`src/hdl/cipm_pkg.sv`:
```
package cipm_pkg;

  // fixed field widths
  localparam int unsigned SYMBOL_W    = 8;
  localparam int unsigned POS_PORT_W  = 32;
  localparam int unsigned COUNT_W     = 32;
  localparam int unsigned LEN_W       = 5;
  localparam int unsigned CFG_DATA_W  = 64;
  localparam int unsigned CFG_INDEX_W = 2;
  localparam int unsigned WORD_BYTES  = 8;

  // ascii letter folding bounds
  localparam logic [SYMBOL_W-1:0] CHAR_LOWER_A = 8'h61;
  localparam logic [SYMBOL_W-1:0] CHAR_LOWER_Z = 8'h7A;
  localparam logic [SYMBOL_W-1:0] CASE_OFFSET  = 8'h20;

  // configuration register map
  typedef enum logic [CFG_INDEX_W-1:0] {
    CFG_PATTERN_LOW    = 2'd0,
    CFG_PATTERN_HIGH   = 2'd1,
    CFG_PATTERN_LENGTH = 2'd2,
    CFG_FIRST_ONLY     = 2'd3
  } cfg_reg_e;

  // fold lower case ascii letters to upper case
  function automatic logic [SYMBOL_W-1:0] fold_char(input logic [SYMBOL_W-1:0] c);
    if (c >= CHAR_LOWER_A && c <= CHAR_LOWER_Z) begin
      return c - CASE_OFFSET;
    end
    return c;
  endfunction

endpackage

```
`src/hdl/cipm_in_if.sv`:
```
interface cipm_in_if
  import cipm_pkg::*;
();
  logic                valid;
  logic                ready;
  logic [SYMBOL_W-1:0] symbol;
  logic                last;

  modport source (output valid, output symbol, output last, input ready);
  modport sink   (input valid, input symbol, input last, output ready);
endinterface

```
`src/hdl/cipm_out_if.sv`:
```
interface cipm_out_if
  import cipm_pkg::*;
();
  logic                  valid;
  logic                  ready;
  logic                  match;
  logic [POS_PORT_W-1:0] match_position;
  logic [COUNT_W-1:0]    match_count;
  logic                  sequence_end;
  logic                  first_found;
  logic [POS_PORT_W-1:0] first_position;

  modport source (
    output valid, output match, output match_position, output match_count,
    output sequence_end, output first_found, output first_position,
    input ready
  );
  modport sink (
    input valid, input match, input match_position, input match_count,
    input sequence_end, input first_found, input first_position,
    output ready
  );
endinterface

```
`src/hdl/case_insensitive_pattern_match.sv`:
```
// Case-insensitive pattern matcher over a character stream.
// in_i takes one symbol per transfer; last closes the sequence and restarts
// positions, window fill and the match count for the next one.
// out_o gives exactly one result per input transfer, in order: match pulse,
// start position of the match, saturating match count, sequence_end echo,
// first_found and first_position.
// Pattern, length and first-only mode come in through the cfg write port;
// the user must write them only while the block is idle, which the block
// itself does not enforce. Each input transfer passes the symbol register
// with window shift, then the compare and the result register, before its
// result is offered. Throughput: one item per cycle while out_o is ready;
// the 16-byte parallel window compare and the count update both fit between
// the symbol register and the result register.
// A stalled receiver holds the result register; one more item waits in the
// symbol stage, after which in_i.ready drops until out_o moves again.
// Reset clears the pipeline, the window, all sequence state and loads the
// register defaults (zero pattern, length one, first-only off).
module case_insensitive_pattern_match
  import cipm_pkg::*;
#(
  parameter int unsigned MAX_PATTERN   = 16,
  parameter int unsigned POSITION_BITS = 32
) (
  input  logic                   clk_i,
  input  logic                   rst_ni,
  input  logic                   cfg_we_i,
  input  logic [CFG_INDEX_W-1:0] cfg_index_i,
  input  logic [CFG_DATA_W-1:0]  cfg_data_i,
  cipm_in_if.sink                in_i,
  cipm_out_if.source             out_o
);

  localparam int unsigned FILL_W    = $clog2(MAX_PATTERN + 1);
  localparam int unsigned WIN_IDX_W = (MAX_PATTERN > 1) ? $clog2(MAX_PATTERN) : 1;

  // configuration
  logic [SYMBOL_W-1:0] pat_q [MAX_PATTERN];
  logic [LEN_W-1:0]    len_q;
  logic                first_only_q;

  // window and sequence position, updated at input transfer
  logic [SYMBOL_W-1:0]      win_q [MAX_PATTERN];
  logic [FILL_W-1:0]        fill_q, fill_inc;
  logic [POSITION_BITS-1:0] idx_q;

  // symbol stage
  logic                     s1_valid_q;
  logic                     s1_last_q;
  logic [FILL_W-1:0]        s1_fill_q;
  logic [POSITION_BITS-1:0] s1_idx_q;

  // per-sequence match state
  logic [COUNT_W-1:0]       count_q, count_d;
  logic                     found_q, found_d;
  logic [POSITION_BITS-1:0] first_q, first_d;

  // result register
  logic                     out_valid_q;
  logic                     res_match_q;
  logic [POSITION_BITS-1:0] res_pos_q;
  logic [COUNT_W-1:0]       res_count_q;
  logic                     res_end_q;
  logic                     res_found_q;
  logic [POSITION_BITS-1:0] res_first_q;

  logic in_xfer, s1_adv;
  logic len_ok, fill_ok, hit_raw, hit;
  logic [MAX_PATTERN-1:0]   byte_ok;
  logic [LEN_W-1:0]         pat_sel [MAX_PATTERN];
  logic [POSITION_BITS-1:0] start;

  // handshake
  assign s1_adv  = s1_valid_q && (!out_valid_q || out_o.ready);
  assign in_i.ready = !s1_valid_q || s1_adv;
  assign in_xfer = in_i.valid && in_i.ready;

  // configuration writes, pattern stored folded
  always_ff @(posedge clk_i or negedge rst_ni) begin
    if (!rst_ni) begin
      for (int k = 0; k < MAX_PATTERN; k++) begin
        pat_q[k] <= '0;
      end
      len_q        <= LEN_W'(1);
      first_only_q <= 1'b0;
    end else if (cfg_we_i) begin
      unique case (cfg_reg_e'(cfg_index_i))
        CFG_PATTERN_LOW: begin
          for (int k = 0; k < MAX_PATTERN; k++) begin
            if (k < WORD_BYTES) begin
              pat_q[k] <= fold_char(cfg_data_i[SYMBOL_W*(k & 7) +: SYMBOL_W]);
            end
          end
        end
        CFG_PATTERN_HIGH: begin
          for (int k = 0; k < MAX_PATTERN; k++) begin
            if (k >= WORD_BYTES) begin
              pat_q[k] <= fold_char(cfg_data_i[SYMBOL_W*(k & 7) +: SYMBOL_W]);
            end
          end
        end
        CFG_PATTERN_LENGTH: len_q        <= cfg_data_i[LEN_W-1:0];
        CFG_FIRST_ONLY:     first_only_q <= cfg_data_i[0];
        default: ;
      endcase
    end
  end

  // saturating window fill
  assign fill_inc = (fill_q == FILL_W'(MAX_PATTERN)) ? fill_q : fill_q + FILL_W'(1);

  // symbol stage: shift window, track fill and index
  always_ff @(posedge clk_i or negedge rst_ni) begin
    if (!rst_ni) begin
      for (int j = 0; j < MAX_PATTERN; j++) begin
        win_q[j] <= '0;
      end
      fill_q     <= '0;
      idx_q      <= '0;
      s1_valid_q <= 1'b0;
      s1_last_q  <= 1'b0;
      s1_fill_q  <= '0;
      s1_idx_q   <= '0;
    end else begin
      if (in_xfer) begin
        for (int j = MAX_PATTERN - 1; j > 0; j--) begin
          win_q[j] <= win_q[j-1];
        end
        win_q[0]  <= fold_char(in_i.symbol);
        s1_last_q <= in_i.last;
        s1_fill_q <= fill_inc;
        s1_idx_q  <= idx_q;
        fill_q    <= in_i.last ? '0 : fill_inc;
        idx_q     <= in_i.last ? '0 : idx_q + POSITION_BITS'(1);
      end
      if (in_xfer) begin
        s1_valid_q <= 1'b1;
      end else if (s1_adv) begin
        s1_valid_q <= 1'b0;
      end
    end
  end

  // window compare against the pattern, newest symbol meets its last byte
  always_comb begin
    for (int j = 0; j < MAX_PATTERN; j++) begin
      pat_sel[j] = len_q - LEN_W'(1) - LEN_W'(j);
      byte_ok[j] = (LEN_W'(j) >= len_q) ||
                   (win_q[j] == pat_q[pat_sel[j][WIN_IDX_W-1:0]]);
    end
  end

  assign len_ok  = (len_q != '0) && (len_q <= LEN_W'(MAX_PATTERN));
  assign fill_ok = LEN_W'(s1_fill_q) >= len_q;
  assign hit_raw = len_ok && fill_ok && (&byte_ok);
  assign hit     = hit_raw && !(first_only_q && found_q);
  assign start   = s1_idx_q - (POSITION_BITS'(len_q) - POSITION_BITS'(1));

  // match count and first match bookkeeping
  always_comb begin
    count_d = count_q;
    found_d = found_q;
    first_d = first_q;
    if (hit) begin
      if (count_q != '1) begin
        count_d = count_q + COUNT_W'(1);
      end
      if (!found_q) begin
        found_d = 1'b1;
        first_d = start;
      end
    end
  end

  // result register and sequence state
  always_ff @(posedge clk_i or negedge rst_ni) begin
    if (!rst_ni) begin
      count_q     <= '0;
      found_q     <= 1'b0;
      first_q     <= '0;
      out_valid_q <= 1'b0;
    end else begin
      if (s1_adv) begin
        count_q     <= s1_last_q ? '0 : count_d;
        found_q     <= s1_last_q ? 1'b0 : found_d;
        first_q     <= s1_last_q ? '0 : first_d;
        out_valid_q <= 1'b1;
      end else if (out_o.ready) begin
        out_valid_q <= 1'b0;
      end
    end
  end

  always_ff @(posedge clk_i) begin
    if (s1_adv) begin
      res_match_q <= hit;
      res_pos_q   <= hit ? start : '0;
      res_count_q <= count_d;
      res_end_q   <= s1_last_q;
      res_found_q <= found_d;
      res_first_q <= first_d;
    end
  end

  assign out_o.valid          = out_valid_q;
  assign out_o.match          = res_match_q;
  assign out_o.match_position = POS_PORT_W'(res_pos_q);
  assign out_o.match_count    = res_count_q;
  assign out_o.sequence_end   = res_end_q;
  assign out_o.first_found    = res_found_q;
  assign out_o.first_position = POS_PORT_W'(res_first_q);

endmodule

```
`src/flat_wrapper.sv`:
```
// flat-port wrapper written by rule: the top's interface ports become plain ports
module case_insensitive_pattern_match_flat import cipm_pkg::*;
#(
  parameter int unsigned MAX_PATTERN   = 16,
  parameter int unsigned POSITION_BITS = 32
)
  (clk_i, rst_ni, cfg_we_i, cfg_index_i, cfg_data_i, in_i_valid, in_i_symbol, in_i_last, in_i_ready, out_o_valid, out_o_match, out_o_match_position, out_o_match_count, out_o_sequence_end, out_o_first_found, out_o_first_position, out_o_ready);
  cipm_in_if in_i_i ();
  cipm_out_if out_o_i ();
  input  logic clk_i;
  input  logic rst_ni;
  input  logic cfg_we_i;
  input  logic [CFG_INDEX_W-1:0] cfg_index_i;
  input  logic [CFG_DATA_W-1:0] cfg_data_i;
  input wire logic [$bits(in_i_i.valid)-1:0] in_i_valid;
  input wire logic [$bits(in_i_i.symbol)-1:0] in_i_symbol;
  input wire logic [$bits(in_i_i.last)-1:0] in_i_last;
  output wire logic [$bits(in_i_i.ready)-1:0] in_i_ready;
  output wire logic [$bits(out_o_i.valid)-1:0] out_o_valid;
  output wire logic [$bits(out_o_i.match)-1:0] out_o_match;
  output wire logic [$bits(out_o_i.match_position)-1:0] out_o_match_position;
  output wire logic [$bits(out_o_i.match_count)-1:0] out_o_match_count;
  output wire logic [$bits(out_o_i.sequence_end)-1:0] out_o_sequence_end;
  output wire logic [$bits(out_o_i.first_found)-1:0] out_o_first_found;
  output wire logic [$bits(out_o_i.first_position)-1:0] out_o_first_position;
  input wire logic [$bits(out_o_i.ready)-1:0] out_o_ready;
  assign in_i_i.valid = in_i_valid;
  assign in_i_i.symbol = in_i_symbol;
  assign in_i_i.last = in_i_last;
  assign in_i_ready = in_i_i.ready;
  assign out_o_valid = out_o_i.valid;
  assign out_o_match = out_o_i.match;
  assign out_o_match_position = out_o_i.match_position;
  assign out_o_match_count = out_o_i.match_count;
  assign out_o_sequence_end = out_o_i.sequence_end;
  assign out_o_first_found = out_o_i.first_found;
  assign out_o_first_position = out_o_i.first_position;
  assign out_o_i.ready = out_o_ready;
  case_insensitive_pattern_match #(.MAX_PATTERN(MAX_PATTERN), .POSITION_BITS(POSITION_BITS)) u_core (.clk_i(clk_i), .rst_ni(rst_ni), .cfg_we_i(cfg_we_i), .cfg_index_i(cfg_index_i), .cfg_data_i(cfg_data_i), .in_i(in_i_i), .out_o(out_o_i));
endmodule
```
`config.mk`:
```
export PLATFORM = sky130hd
export DESIGN_NAME = case_insensitive_pattern_match_flat
export DESIGN_NICKNAME = d
export VERILOG_FILES = /design/src/hdl/cipm_pkg.sv /design/src/hdl/cipm_in_if.sv /design/src/hdl/cipm_out_if.sv /design/src/hdl/case_insensitive_pattern_match.sv /design/src/flat_wrapper.sv
export SDC_FILE = /design/constraint.sdc
export NUM_CORES = 1
export LEC_CHECK = 0
export BUFFER_PORTS_ARGS = -buffer_cell sky130_fd_sc_hd__buf_2
export CAP_MARGIN = 20
export CORE_MARGIN = 2
export CORE_UTILIZATION = 62
export DETAILED_ROUTE_END_ITERATION = 10
export HOLD_SLACK_MARGIN = 0.05
export PLACE_DENSITY = 0.81
export SYNTH_ARGS = -nofsm -noshare
export SYNTH_HDL_FRONTEND = slang
export SYNTH_SLANG_ARGS = --single-unit
```
`constraint.sdc`:
```
create_clock -name clk_i -period 8.1 [get_ports clk_i]
set_input_delay 0.405 -clock clk_i [delete_from_list [all_inputs] [get_ports clk_i]]
set_output_delay 0.405 -clock clk_i [all_outputs]
set_load 0.1 [all_outputs]
```
==> results by group <==
Outcome
  • Status: complete, no violations

Critical path
  • WP data arrival: 7.90 ns
  • CP max FO: 42
  • CP Launch Type: flip-flop
  • Crit path required time: 8.62 ns
  • Crit end category: flip-flop
  • Critical-path top delay cell: dfstp_4
  • Crit path largest cell delay: 0.93 ns
  • Crit-path cells: clkinv_2 -> ha_1 -> xor2_4 -> inv_2 -> buf_4 -> xnor2_2 -> buf_4 -> mux4_2 -> xor2_1 -> nor4_1 -> a22oi_1 -> o21ai_0 -> nand4_1 -> nor2_2 -> buf_12 -> nand4_1 -> or3_1 -> o21ai_0
  • R2R cell count: 18
  • Setup CP Type: reg -> reg
  • R2r setup slk: 0.71 ns

Global route
  • Gr usage total: 0.361
  • Remaining Overflow, GRT: 0
  • Vias in the first global route: 24000
  • Largest net degree at the start of global routing: 168
  • First-pass GRT wire length: 139000 um
  • Initial antenna violation count: 0

Run
  • Maxcap violations: 0

STA
  • Final hold viol count: 0
  • Tightest Pin Transition: 1.12 ns
  • Post-route minimum period: 7.39 ns
  • Fin Setup TNS: 0 ns
  • Min Hold Slack: 0.0647 ns
  • Final Max Slew Viols: 0
  • Worst rel slew slack: 0.256
  • Final worst slack: 0.714 ns
  • RSZ-0062 raised after global routing: false
  • Fmax: 0.135 GHz
  • Count of final setup violators: 0
  • Fin crit share: 0.912
  • Clock skew: 0.0287 ns

Hold path
  • Worst min path class: in -> reg
  • WHS Path Cells: 3

Clock network
  • CTS tree: built
  • Setup bufs post-CTS: 0
  • Inserted Clock Buffers: 52
  • CTS H-tree depth: 2
  • Clock Latency Late Sink: 0.62 ns
  • CTS resizes: 0
  • Clock-pin transition on the worst setup and hold timing paths: 0.07 ns
  • Clk buf depth: 3
  • Clock root buffer: clkbuf_16
  • # clock sinks: 503

Final layout
  • Final Util: 0.694
  • # diodes: 0
  • Area added between synthesis and finish: 11.2%
  • Layout Nets: 3368
  • Share of cells above drive strength 1: 0.165

Place
  • Detail Placement HPWL: 66100 um
  • Post-place setup slack: 0.820 ns
  • Placer Congestion: 1.02
  • Port bufs: 180

Drt
  • Via density per instance: 6.37
  • Pre-antenna DRT Iters: 6
  • WL final: 90500 um
  • Vias: 24800
  • WL/cell: 23.2 um
  • Initial drt markers: 2580
  • Drc violations: 0
  • Routed Antenna Nets: 0

Die
  • Chip Height: 225 um
  • Die area: 0.0507 mm^2
  • FP Rows: 81
  • Core box area: 0.0486 mm^2
  • DIE WIDTH: 225 um
  • Initial Utilization: 0.624
  • I/O pin count: 181

Power
  • Leakage: 15.7 nW
  • PD cells: 341 mW/mm^2
  • Max VDD drop: 0.210 mV

Yosys
  • Seq cells post-synth: 503
  • Area leader, netlist: dfrtp_1
  • Post-Syn Area: 0.0303 mm^2
  • Top post-synthesis cells by area: dfrtp_1 (33%), nand2_1 (10%), edfxtp_1 (9.8%)
  • Gate count of the mapped netlist: 3123
  • Share of the synthesized area in the top cell type: 0.332
  • Post-synth EDFFs: 99
  • Mean Syn Cell Area: 9.72 um^2
  • Post-synth ARST share: 0.803
  • Netlist cell types: 71
  • Post-Syn Nets: 3255
  • Main synth FF type: dfrtp_1
  • Post-synthesis sequential area ratio: 0.431
  • Ys Warns: 0
==> cells by family (layout without fill, tap and decap cells) <==
family                   count (synthesis)  in the layout  synth area share
AND/OR/NAND/NOR                       1204           1204             0.169
XOR/XNOR                               222            222            0.0649
multiplexers                           354            354             0.174
buffers and inverters                  275            430            0.0363
flip-flops                             503            503             0.431
adder cells (fa/ha/maj)                 53             53            0.0218
AO/OA/AOI/OAI                          512            512             0.103
==> synthesized netlist by cell type (4+ instances only) <==
cell,instances
nor2b_1,15
inv_1,90
nand3_1,47
o22ai_1,46
o41ai_1,4
clkbuf_1,132
o21ai_0,180
a21o_1,17
a221oi_1,4
nand3b_1,6
nand2b_1,21
or2_2,6
nor3b_1,4
nor4_1,27
a21oi_1,111
a2bb2oi_1,24
and3_1,19
nor2_1,137
and4_1,7
or4_1,13
mux4_2,130
a211oi_1,21
o21a_1,8
a41oi_1,5
nor3_1,25
o31ai_1,17
ha_1,52
mux2i_1,140
buf_1,11
buf_2,34
xor2_1,109
nand2_1,809
mux2_2,84
xnor2_1,111
and2_1,14
a22oi_1,20
o21bai_1,13
dfrtp_1,403
nand4_1,32
a31oi_1,20
edfxtp_1,99
or3_1,16
==> critical path, delay by kind of cell, from the launching register on <==
family | cells | cell delay (ns)
AND/OR/NAND/NOR | 5 | 2.24
XOR/XNOR | 3 | 1.31
buffers and inverters | 5 | 1.14
flip-flops | 1 | 0.93
AO/OA/AOI/OAI | 3 | 0.57
multiplexers | 1 | 0.56
adder cells (fa/ha/maj) | 1 | 0.50
==> final timing paths <==
| kind | from | to |
|---|---|---|
| worst max-delay path | u_core.len_q[0] | u_core.count_q[18] |
| max in group asynchronous | rst_ni | u_core.pat_q[65] |
| worst max register to register | u_core.len_q[0] | u_core.count_q[18] |
| min in group asynchronous | rst_ni | u_core.first_q[24] |
| worst min register to register | u_core.count_q[29] | u_core.count_q[29] |
| worst min-delay path | cfg_data_i[48] | u_core.pat_q[72] |
==> layer usage <==
metal | wire length (um) | vias to the layer above | track usage
met5 | 0 | - | 0
met4 | 6950 | 0 | 0.229
met2 | 43100 | 1133 | 0.596
met3 | 6480 | 309 | 0.0625
met1 | 34000 | 12100 | 0.441
li1 | - | 11200 | -
==> registers in the layout, indices dropped and copies added, names as in the netlist, 5 cells and up <==
signal / count
u_core.pat_q: 128
u_core.fill_q: 5
u_core.s1_fill_q: 5
u_core.first_q: 32
u_core.len_q: 5
u_core.out_o.match_count: 32
u_core.s1_idx_q: 32
u_core.out_o.match_position: 32
u_core.idx_q: 32
u_core.out_o.first_position: 32
u_core.count_q: 32
u_core.win_q: 128
==> metrics by stage <==
stage          instances  area (um^2)  total power (W)
6_report            3900        33700           0.0115
5_1_grt             3900        33700           0.0120
4_1_cts             3899        33700           0.0114
3_5_place_dp        3778        31700          0.00892
3_3_place_gp        3778        31700          0.00882
2_1_floorplan       3123        30300          0.00731
==> where the power goes <==
part	switching, W	internal [W]	total (W)	leakage (nW)
Combinational	0.00332	0.00217	0.00550	8.65
Clock	0.00103	0.00145	0.00248	0.869
Sequential	0.000504	0.00302	0.00353	6.16
==> cells in the final DEF (no fill, tap or decap), drive strengths merged, types with 84 or more instances in the layout <==
cell type | synthesis | routed
mux2 | 84 | 84
mux2i | 140 | 140
xnor2 | 112 | 112
dfrtp | 403 | 403
xor2 | 110 | 110
nor2 | 137 | 137
edfxtp | 99 | 99
inv | 91 | 91
a21oi | 111 | 111
buf | 49 | 216
o21ai | 183 | 183
mux4 | 130 | 130
nand2 | 809 | 809
==> final cells by class <==
cell class                      instances  area (um^2)
Tap cell                              622          778
Inverter                               93          353
Timing Repair Buffer                  241         1500
Clock inverter                         22          277
Multi-Input combinational cell       2345        16200
Sequential cell                       503        13100
Fill cell                            3587        14900
Clock buffer                           74         1500
==> timing repair <==
| item | in CTS | in global routing |
|---|---|---|
| endpoints found under the setup margin | 0 | 0 |
| endpoints found under the hold margin | 117 | 0 |
| hold buffers | 25 | 0 |
Power figures use the tool's default switching activity.
